## src/design/tsq_pkg.sv

```systemverilog
// Shared constants, codes and controller/datapath types for the two-stack queue.
`timescale 1ns / 1ps

package tsq_pkg;

    // Depth of each stack; the queue holds up to twice this many words
    localparam int STACK_DEPTH = 8;
    localparam int DATA_W      = 32;
    localparam int OP_W        = 2;
    localparam int ST_W        = 2;
    localparam int ADDR_W      = (STACK_DEPTH > 1) ? $clog2(STACK_DEPTH) : 1;
    localparam int CNT_W       = $clog2(STACK_DEPTH + 1);

    // Request codes
    localparam logic [OP_W-1:0] OP_ENQ   = 2'd0;
    localparam logic [OP_W-1:0] OP_DEQ   = 2'd1;
    localparam logic [OP_W-1:0] OP_FRONT = 2'd2;

    // Result status codes
    localparam logic [ST_W-1:0] ST_OK    = 2'd0;
    localparam logic [ST_W-1:0] ST_FULL  = 2'd1;
    localparam logic [ST_W-1:0] ST_EMPTY = 2'd2;

    typedef enum logic [2:0] {
        S_IDLE,
        S_EXEC,
        S_MOVE_RD,
        S_MOVE_WR,
        S_POP_RD,
        S_POP_OUT
    } t_state;

    // What the result register is loaded with
    typedef enum logic [1:0] {
        RES_OK,
        RES_FULL,
        RES_EMPTY,
        RES_DATA
    } t_res_sel;

    // Controller to datapath
    typedef struct packed {
        logic     load;     // latch the request
        logic     push;     // write input stack, bump in count
        logic     mv_rd;    // read input stack top, drop in count
        logic     mv_wr;    // write read word onto output stack
        logic     top_rd;   // read output stack top
        logic     pop;      // drop out count
        logic     res_load; // present a result next cycle
        t_res_sel res_sel;
    } t_dp_cmd;

    // Datapath to controller
    typedef struct packed {
        logic [OP_W-1:0] op;
        logic            in_full;
        logic            in_empty;
        logic            out_empty;
    } t_dp_sts;

endpackage

```

## src/design/two_stack_queue.sv

```systemverilog
// Sequence: a taken request is latched, then decoded; enqueue, no-op and empty answers
// load the result at once, while front/dequeue read the output stack top and then load
// it, first moving the input stack word by word onto the empty output stack (one RAM read and one RAM write each).
// A new request is taken only when idle, so one request is finished before the next
// is accepted; busy stays high until the result is
// loaded, and the next request may be taken in the cycle the result shows.
// Reset (synchronous) empties both stacks by clearing counts; storage is not cleared.
`timescale 1ns / 1ps

module two_stack_queue
    import tsq_pkg::*;
(
    input  logic                     i_clk,
    input  logic                     i_rst_n,
    input  logic                     start,
    input  logic [OP_W-1:0]          i_operation,
    input  logic signed [DATA_W-1:0] i_value_in,
    output logic                     busy,
    output logic                     o_valid,
    output logic [ST_W-1:0]          o_status,
    output logic signed [DATA_W-1:0] o_value_out
);

    t_dp_cmd w_cmd;
    t_dp_sts w_sts;

    tsq_ctrl u_ctrl (
        .i_clk   (i_clk),
        .i_rst_n (i_rst_n),
        .start   (start),
        .i_sts   (w_sts),
        .busy    (busy),
        .o_cmd   (w_cmd)
    );

    tsq_dp u_dp (
        .i_clk       (i_clk),
        .i_rst_n     (i_rst_n),
        .i_operation (i_operation),
        .i_value_in  (i_value_in),
        .i_cmd       (w_cmd),
        .o_sts       (w_sts),
        .o_valid     (o_valid),
        .o_status    (o_status),
        .o_value_out (o_value_out)
    );

endmodule

```

## src/design/tsq_ram.sv

```systemverilog
// Generic single-write, single-read RAM with registered read data.
`timescale 1ns / 1ps

module tsq_ram #(
    parameter int WIDTH = 32,
    parameter int DEPTH = 8,
    localparam int AW   = (DEPTH > 1) ? $clog2(DEPTH) : 1
) (
    input  logic             i_clk,
    input  logic             i_we,
    input  logic [AW-1:0]    i_waddr,
    input  logic [WIDTH-1:0] i_wdata,
    input  logic             i_re,
    input  logic [AW-1:0]    i_raddr,
    output logic [WIDTH-1:0] o_rdata
);

    logic [WIDTH-1:0] r_mem [DEPTH];
    logic [WIDTH-1:0] r_rdata;

    // Write port
    always_ff @(posedge i_clk) begin
        if (i_we) begin
            r_mem[i_waddr] <= i_wdata;
        end
    end

    // Registered read port
    always_ff @(posedge i_clk) begin
        if (i_re) begin
            r_rdata <= r_mem[i_raddr];
        end
    end

    assign o_rdata = r_rdata;

endmodule

```

## src/design/tsq_dp.sv

```systemverilog
// Datapath: request latch, both stacks with their counts, and the result register.
`timescale 1ns / 1ps

module tsq_dp
    import tsq_pkg::*;
(
    input  logic                     i_clk,
    input  logic                     i_rst_n,
    input  logic [OP_W-1:0]          i_operation,
    input  logic signed [DATA_W-1:0] i_value_in,
    input  t_dp_cmd                  i_cmd,
    output t_dp_sts                  o_sts,
    output logic                     o_valid,
    output logic [ST_W-1:0]          o_status,
    output logic signed [DATA_W-1:0] o_value_out
);

    logic [OP_W-1:0]   r_op;
    logic [DATA_W-1:0] r_word;
    logic [CNT_W-1:0]  r_in_count;
    logic [CNT_W-1:0]  r_out_count;
    logic              r_valid;
    logic [ST_W-1:0]   r_status;
    logic [DATA_W-1:0] r_value;

    logic [CNT_W-1:0]  w_in_top;
    logic [CNT_W-1:0]  w_out_top;
    logic [DATA_W-1:0] w_in_rdata;
    logic [DATA_W-1:0] w_out_rdata;
    logic [ST_W-1:0]   n_status;
    logic [DATA_W-1:0] n_value;

    assign w_in_top  = r_in_count - CNT_W'(1);
    assign w_out_top = r_out_count - CNT_W'(1);

    // Request latch
    always_ff @(posedge i_clk) begin
        if (i_cmd.load) begin
            r_op   <= i_operation;
            r_word <= i_value_in;
        end
    end

    // Stack counts
    always_ff @(posedge i_clk) begin
        if (!i_rst_n) begin
            r_in_count  <= '0;
            r_out_count <= '0;
        end else begin
            if (i_cmd.push) begin
                r_in_count <= r_in_count + CNT_W'(1);
            end else if (i_cmd.mv_rd) begin
                r_in_count <= w_in_top;
            end
            if (i_cmd.mv_wr) begin
                r_out_count <= r_out_count + CNT_W'(1);
            end else if (i_cmd.pop) begin
                r_out_count <= w_out_top;
            end
        end
    end

    // Input stack storage
    tsq_ram #(
        .WIDTH (DATA_W),
        .DEPTH (STACK_DEPTH)
    ) u_in_ram (
        .i_clk   (i_clk),
        .i_we    (i_cmd.push),
        .i_waddr (r_in_count[ADDR_W-1:0]),
        .i_wdata (r_word),
        .i_re    (i_cmd.mv_rd),
        .i_raddr (w_in_top[ADDR_W-1:0]),
        .o_rdata (w_in_rdata)
    );

    // Output stack storage; fed from the input stack read port
    tsq_ram #(
        .WIDTH (DATA_W),
        .DEPTH (STACK_DEPTH)
    ) u_out_ram (
        .i_clk   (i_clk),
        .i_we    (i_cmd.mv_wr),
        .i_waddr (r_out_count[ADDR_W-1:0]),
        .i_wdata (w_in_rdata),
        .i_re    (i_cmd.top_rd),
        .i_raddr (w_out_top[ADDR_W-1:0]),
        .o_rdata (w_out_rdata)
    );

    // Result select
    always_comb begin
        n_status = ST_OK;
        n_value  = '0;
        case (i_cmd.res_sel)
            RES_OK: begin
                n_status = ST_OK;
                n_value  = '0;
            end
            RES_FULL: begin
                n_status = ST_FULL;
                n_value  = '0;
            end
            RES_EMPTY: begin
                n_status = ST_EMPTY;
                n_value  = '1;
            end
            RES_DATA: begin
                n_status = ST_OK;
                n_value  = w_out_rdata;
            end
            default: begin
                n_status = ST_OK;
                n_value  = '0;
            end
        endcase
    end

    // Result register: one-cycle strobe
    always_ff @(posedge i_clk) begin
        if (!i_rst_n) begin
            r_valid <= 1'b0;
        end else begin
            r_valid <= i_cmd.res_load;
        end
    end

    always_ff @(posedge i_clk) begin
        if (i_cmd.res_load) begin
            r_status <= n_status;
            r_value  <= n_value;
        end
    end

    assign o_sts.op        = r_op;
    assign o_sts.in_full   = (r_in_count == CNT_W'(STACK_DEPTH));
    assign o_sts.in_empty  = (r_in_count == '0);
    assign o_sts.out_empty = (r_out_count == '0);

    assign o_valid     = r_valid;
    assign o_status    = r_status;
    assign o_value_out = r_value;

endmodule

```

## src/design/tsq_ctrl.sv

```systemverilog
// Controller: sequences push, stack transfer and pop for each request.
`timescale 1ns / 1ps

module tsq_ctrl
    import tsq_pkg::*;
(
    input  logic    i_clk,
    input  logic    i_rst_n,
    input  logic    start,
    input  t_dp_sts i_sts,
    output logic    busy,
    output t_dp_cmd o_cmd
);

    t_state r_state;
    t_state n_state;

    // State register
    always_ff @(posedge i_clk) begin
        if (!i_rst_n) begin
            r_state <= S_IDLE;
        end else begin
            r_state <= n_state;
        end
    end

    // Next state and commands
    always_comb begin
        n_state       = r_state;
        o_cmd         = '0;
        o_cmd.res_sel = RES_OK;
        unique case (r_state)
            S_IDLE: begin
                if (start) begin
                    o_cmd.load = 1'b1;
                    n_state    = S_EXEC;
                end
            end
            S_EXEC: begin
                unique case (i_sts.op) inside
                    OP_ENQ: begin
                        o_cmd.res_load = 1'b1;
                        if (i_sts.in_full) begin
                            o_cmd.res_sel = RES_FULL;
                        end else begin
                            o_cmd.push    = 1'b1;
                            o_cmd.res_sel = RES_OK;
                        end
                        n_state = S_IDLE;
                    end
                    OP_DEQ, OP_FRONT: begin
                        if (i_sts.in_empty && i_sts.out_empty) begin
                            o_cmd.res_load = 1'b1;
                            o_cmd.res_sel  = RES_EMPTY;
                            n_state        = S_IDLE;
                        end else if (i_sts.out_empty) begin
                            n_state = S_MOVE_RD;
                        end else begin
                            n_state = S_POP_RD;
                        end
                    end
                    default: begin
                        // unused code: no-op, plain ok result
                        o_cmd.res_load = 1'b1;
                        o_cmd.res_sel  = RES_OK;
                        n_state        = S_IDLE;
                    end
                endcase
            end
            S_MOVE_RD: begin
                o_cmd.mv_rd = 1'b1;
                n_state     = S_MOVE_WR;
            end
            S_MOVE_WR: begin
                o_cmd.mv_wr = 1'b1;
                // in count already reflects the word in flight
                n_state = i_sts.in_empty ? S_POP_RD : S_MOVE_RD;
            end
            S_POP_RD: begin
                o_cmd.top_rd = 1'b1;
                n_state      = S_POP_OUT;
            end
            S_POP_OUT: begin
                o_cmd.res_load = 1'b1;
                o_cmd.res_sel  = RES_DATA;
                o_cmd.pop      = (i_sts.op == OP_DEQ);
                n_state        = S_IDLE;
            end
            default: begin
                n_state = S_IDLE;
            end
        endcase
    end

    assign busy = (r_state != S_IDLE);

endmodule

```

## config.mk

```make
export PLATFORM = sky130hd
export DESIGN_NAME = two_stack_queue
export DESIGN_NICKNAME = d
export VERILOG_FILES = /design/src/design/tsq_pkg.sv /design/src/design/two_stack_queue.sv /design/src/design/tsq_ram.sv /design/src/design/tsq_dp.sv /design/src/design/tsq_ctrl.sv
export SDC_FILE = /design/constraint.sdc
export NUM_CORES = 1
export LEC_CHECK = 0
export BUFFER_PORTS_ARGS = -buffer_cell sky130_fd_sc_hd__buf_4
export CORE_UTILIZATION = 55
export CTS_CLUSTER_SIZE = 25
export DETAILED_ROUTE_END_ITERATION = 12
export PLACE_DENSITY = 0.75
export SLEW_MARGIN = 10
export SYNTH_ARGS = -nofsm -noshare
export SYNTH_HDL_FRONTEND = slang
export SYNTH_SLANG_ARGS = --single-unit
export TNS_END_PERCENT = 10
```

## constraint.sdc

```tcl
create_clock -name i_clk -period 5.1 [get_ports i_clk]
set_input_delay 1.02 -clock i_clk [delete_from_list [all_inputs] [get_ports i_clk]]
set_output_delay 1.02 -clock i_clk [all_outputs]
set_load 0.02 [all_outputs]
```

Yosys cells after proc, flatten, opt, wreduce, memory -nomap -nowiden
Memories as Yosys holds them, arrays and structs flattened. A register that Yosys moved wholly into a read port is not among the register bits. Index checks and enable logic that the tools add are counted.

Add/subtract/negate cells: 4. $mul: 0. Div/mod/pow operators: 0. Magnitude comparators: 0. Equality and inequality tests: 12. Shift-type cells: 0. Mux-type cells: 29. Bitwise operators: 0. Reduce and logical (&&, ||, !) cells: 12.

Operators with widths (number): one-hot mux 32 bit (3 select lines) (1); two-way mux 3 bit (6); two-way mux 4 bit (4); one-hot mux 3 bit (5 select lines) (1); two-way mux 1 bit (14); one-hot mux 3 bit (2 select lines) (2); adder 4 x 1 -> 4 bit, second input constant (2); zero test 4 bit (2); subtractor 4 x 1 -> 4 bit, second input constant (2); equality test 2 bit, second input constant (3); equality test 3 x 2 -> 1 bit, second input constant (2); equality test 3 bit, second input constant (2); one-hot mux 2 bit (3 select lines) (1); OR reduction 2 bit (3); equality test 2 x 1 -> 1 bit, second input constant (2); equality test 4 bit, second input constant (1); zero test 2 bit (2); nonzero test 2 bit (2); equality test 3 x 1 -> 1 bit, second input constant (1); zero test 3 bit (1); nonzero test 3 bit (1); != test 2 bit, second input constant (1); logical AND 1 bit (1).

Flip-flop bits (word level): 80. Bits in latches: 0. Memory bits (writable): 512. Bits in read-only memories: 0. Input port bits: 37. Output and inout port bits: 36. Logic and storage cells: 67. Memories kept: 2.

Memory list: u_dp.u_in_ram.r_mem (depth 8, bits a word 32, rd ports 1, clocked after Yosys merged registers in 1, wr ports 1, line tsq_ram.sv:18) `logic [WIDTH-1:0] r_mem [DEPTH];`; u_dp.u_out_ram.r_mem (depth 8, bits a word 32, rd ports 1, clocked after Yosys merged registers in 1, wr ports 1, line tsq_ram.sv:18).

Logic depth before layout (Yosys ltp)
Depth in word-level cells: 8. Depth in mapped cells: 9. Depth with buffers taken out: 6.

By module
Synthesis repeated with hierarchy kept, for this count alone.

Cell total of the unflattened synthesis: 1073. Area total of the unflattened synthesis: 24836.3 µm².

By module, submodules not included: tsq_ram (times used 2, cells an instance 415, area each 10786.6 µm², seq. area each 8648.3 µm²); tsq_dp (times used 1, cells an instance 203, area each 2957.8 µm², seq. area each 2222.1 µm²); tsq_ctrl (times used 1, cells an instance 40, area each 305.3 µm², seq. area each 60.1 µm²).

Least setup slack after synthesis
No wires, ideal clock.

Kind: flip-flop to flip-flop. Start point: register u_dp.r_in_count[0]. End point: memory u_dp.u_in_ram.r_mem[0][0] (enable). Setup time: 501 ps. Data arrival time: 4473 ps. Required time: 4599 ps. Path slack: 126 ps. Stages on the path, launching flop included: 8. Buffers on the path: 2. Period minus slack after synthesis: 4974 ps. Path through: dfxtp_1 -> clkbuf_1 -> buf_2 -> inv_1 -> ha_1 -> nand3b_1 -> nand2_1 -> nor4_1.

Longest elaborated chain between the ends: 6.

RTL lines: start, declared (line tsq_dp.sv:20) `logic [CNT_W-1:0] r_in_count;`; start signal, assigned (line tsq_dp.sv:51) `r_in_count <= r_in_count + CNT_W'(1);`; start signal, assigned (line tsq_dp.sv:53) `r_in_count <= w_in_top;`; equality test 4 bit (line tsq_dp.sv:136) `assign o_sts.in_full = (r_in_count == CNT_W'(STACK_DEPTH));`; two-way mux 1 bit (line tsq_ctrl.sv:43) `if (i_sts.in_full) begin`; two-way mux 1 bit (line tsq_ctrl.sv:40) `unique case (i_sts.op) inside`; two-way mux 1 bit (line tsq_ctrl.sv:32) `unique case (r_state)`; two-way mux 1 bit (line tsq_ram.sv:23) `if (i_we) begin`; two-way mux 1 bit (implied by the code) (line tsq_ram.sv:24) `r_mem[i_waddr] <= i_wdata;`; end, declared (line tsq_ram.sv:18).

Several ways; a longest one is shown, not always the timed one.

Worst setup path in the final report
Start point: register u_dp.r_in_count[0]. End point: register u_dp.u_in_ram.r_rdata[16] (netlist: u_dp.u_in_ram.o_rdata[16]) (read register of u_dp.u_in_ram.r_mem), data pin.

Longest elaborated chain between the ends: 1.

RTL lines: subtractor 4 x 1 -> 4 bit (line tsq_dp.sv:33) `assign w_in_top = r_in_count - CNT_W'(1);`; end, declared (line tsq_ram.sv:19) `logic [WIDTH-1:0] r_rdata;`.

No other way between the ends. A chain may end at the register's enable or synchronous reset.

==> metrics.md <==
| Metric | Value |
|---|---|
| CP arrival | `3.69 ns` |
| Hold WS | `0.500 ns` |
| Gp weighted congestion | `0.763` |
| Cell taking the most area after synthesis | `edfxtp_1` |
| Chip width | `213 µm` |
| Overall Global Routing Usage | `19.4%` |
| FMAX | `between 200 and 300 MHz` |
| Post-CTS Setup Inserts | `0` |
| Final period utilization | `65.4%` |
| # setup viols final | `0` |
| Mapped Cells | `1081` |
| CTS sink cnt | `656` |
| Top cells by count, synth | `edfxtp_1 (644), mux4_2 (128), nor2_1 (83), mux2_2 (44), buf_2 (25)` |
| Measured slew at the worst slew-check pin | `1.18 ns` |
| Count of final hold-check violations | `0` |
| ANT nets after route | `0` |
| Leakage | `8.82 nW` |
| Initial antenna violation count | `0` |
| I/O Pins | `73` |
| Drt first pass iters | `10` |
| Slowest-stage cell, CP | `ha_2` |
| DR iter-0 viols | `801` |
| Max incr delay on CP | `0.90 ns` |
| Post-DR wirelength/cell | `23.0 µm` |
| CTS root buf | `clkbuf_16` |
| Power per cell area | `approximately 400 mW/mm²` |
| R2R setup slack | `1.77 ns` |
| Post-CTS Resized | `0` |
| CTS tree | `yes` |
| Design Power | `11.1 mW` |
| Initial core utilization | `55.7%` |
| Area of the multi-input gates | `0.00477 mm²` |
| Worst hold path type | `register to register` |
| Crit end category | `register` |
| ANT cells | `0` |
| Largest net degree at the start of global routing | `52` |
| Dpl hpwl | `22.8 mm` |
| Placed inst area | `roughly 0.026 mm²` |
| Max VDD drop | `about 0.00030 V` |
| Top-area cell type share of the netlist area | `between 70 and 80%` |
| Number of global-route vias before repair | `10825` |
| Startpoint types | `register` |
| Largest cells by area after synthesis | `edfxtp_1 (79%), mux4_2 (12%), mux2_2 (2.0%), nor2_1 (1.3%), mux2_4 (1.2%)` |
| Chip height | `213 µm` |
| Skew final | `roughly 0.016 ns` |
| Syn Area/Cell | `22.7 µm²` |
| MaxCap Viol Count | `0` |
| Setup CP Type | `register to register` |
| WP data required | `5.46 ns` |
| Layout area overhead | `13.3%` |
| Critical path, cell by cell | `inv_1 -> ha_2 -> buf_4 -> mux4_2 -> mux2_2` |
| Clock-pin slew on the worst setup and hold paths | `0.06 ns` |
| Synth cell types | `43` |
| Layout cells sized above 1 | `32.2%` |
| Max Buffers Root-to-Sink | `3` |
| Worst slack, placed | `between 1.5 and 2 ns` |
| CP top delay family | `adder cells` |
| Crit-path max FO | `36` |
| Crit path buffers/inverters | `2` |
| Vias per inst | `5.79` |
| Std-Cell Rows | `77` |
| RSZ-0062 raised after global routing | `no` |
| Final instance area | `0.0278 mm²` |
| FF+latch area | `~0.020 mm²` |
| Fillcell total | `2940` |
| Count of flip-flops with a built-in enable after synthesis | `644` |
| Core area | `0.0441 mm²` |
| Ys flop type | `edfxtp_1` |
| CTS H-tree depth | `2` |
| Async SR Flop Fraction | `0%` |
| Count of final max-slew check failures | `0` |
| Die ar. | `0.0455 mm²` |
| Post-Syn Nets | `1126` |
| DR vias | `about 11000` |
| Synthesis Warnings | `0` |
| # hold bufs at CTS | `0` |
| Final WL | `between 40 and 50 mm` |
| Top-count cell post-synth | `edfxtp_1` |
| IO Port Bufs | `72` |
| Rel. slew slack | `a little over a fifth` |
| Sequential fraction of the synthesis area | `79.7%` |
| Setup TNS | `0 ns` |
| Clock Latency Late Sink | `~0.62 ns` |
| Nets@finish | `1236` |
| Worst Slack Setup Final | `1.77 ns` |
| Total CTS buffers | `61` |
| Global-route wire length before repair | `64.3 mm` |
| Yosys reg bits | `656` |
| Congestion Overflow GR | `0` |
| Min Tclk post-route | `around 3.3 ns` |
| Status | `finished clean` |
| DRC viols | `0` |
| Cell Area, Synth | `0.0246 mm²` |
## flip-flops by register name, indices dropped and copies added, names as in the netlist
signal and count:
u_dp.o_status 2, u_dp.u_in_ram.r_mem 256, u_dp.r_in_count 4, u_dp.o_valid 1, u_dp.r_op 2, u_dp.u_out_ram.o_rdata 32, u_ctrl.r_state 3, u_dp.o_value_out 32
u_dp.r_out_count 4, u_dp.u_in_ram.o_rdata 32, u_dp.u_out_ram.r_mem 256, u_dp.r_word 32
## power by group
| part | total (mW) | internal, mW | switching (mW) |
|---|---|---|---|
| Sequential | 6.14 | 6.03 | 0.103 |
| Clock | 4.40 | 2.55 | 1.86 |
| Combinational | 0.543 | 0.280 | 0.263 |
| Total | 11.1 | 8.86 | 2.22 |
## tightest hold or removal path: stages, from the launching register on
cell and delay (ns):
dfxtp_1 0.34, nand2_1 0.07, mux2i_1 0.05
## path summary, 6_finish.rpt
path / startpoint / end / cells past startpoint
min reg2reg: u_dp.r_in_count[3] / u_dp.r_in_count[3] / 2
min: u_dp.r_in_count[3] / u_dp.r_in_count[3] / 2
max reg2reg: u_dp.r_in_count[0] / u_dp.u_in_ram.o_rdata[16] / 5
max: u_dp.r_in_count[0] / u_dp.u_in_ram.o_rdata[16] / 5
## metrics by stage
stage,std cells,utilization [%]
after global routing,1833,63.1
after CTS,1833,63.1
after global placement,1720,58.7
after floorplan,1081,-
final,1833,63.1
after detailed placement,1720,58.7
## placed cells by master (no fill, tap or decap), types with 3 or more instances in the layout
cell / n
a21oi_1: 6
buf_4: 95
bufinv_16: 6
clkbuf_1: 14
clkbuf_16: 63
clkinv_1: 18
clkinv_2: 8
clkinvlp_4: 3
dfxtp_1: 10
edfxtp_1: 644
ha_1: 6
inv_1: 11
mux2_2: 44
mux2_4: 20
mux4_2: 128
nand2_1: 15
nand2b_1: 3
nand4b_1: 3
nor2_1: 73
nor2_2: 6
nor2_4: 4
nor3_1: 3
nor3_2: 6
o21ai_0: 7
xnor2_1: 3
## final cells by class
| type | count | share of cell area, % |
|---|---|---|
| clock buffer | 77 | 5.85 |
| inverter | 11 | 0.148 |
| timing repair buffer | 97 | 2.71 |
| tap | 592 | 2.66 |
| multi-input combinational | 364 | 17.1 |
| clock inverter | 36 | 1.15 |
| sequential | 656 | 70.4 |
## per-layer routing
metal / track usage (%) / routed length, µm / vias to the layer above / part of all wire [%]
met5: 0 / 0 / - / 0
met4: 5.74 / 795 / 0 / 1.9
met3: 2.81 / 2680 / 59 / 6.4
met2: 32.2 / 21100 / 356 / 50
met1: 27.2 / 17600 / 5538 / 42
li1: - / - / 4661 / -
## cells by family after synthesis
family          count (synthesis)  share of synthesized area [%]
flops                         656                           79.7
mux                           193                           15.0
simple gates                  133                           2.54
buf+inv                        61                           1.46
compound gates                 24                          0.662
fa+ha+maj                       8                          0.407
xor+xnor                        6                          0.214
(Power assumes the default switching activity.)
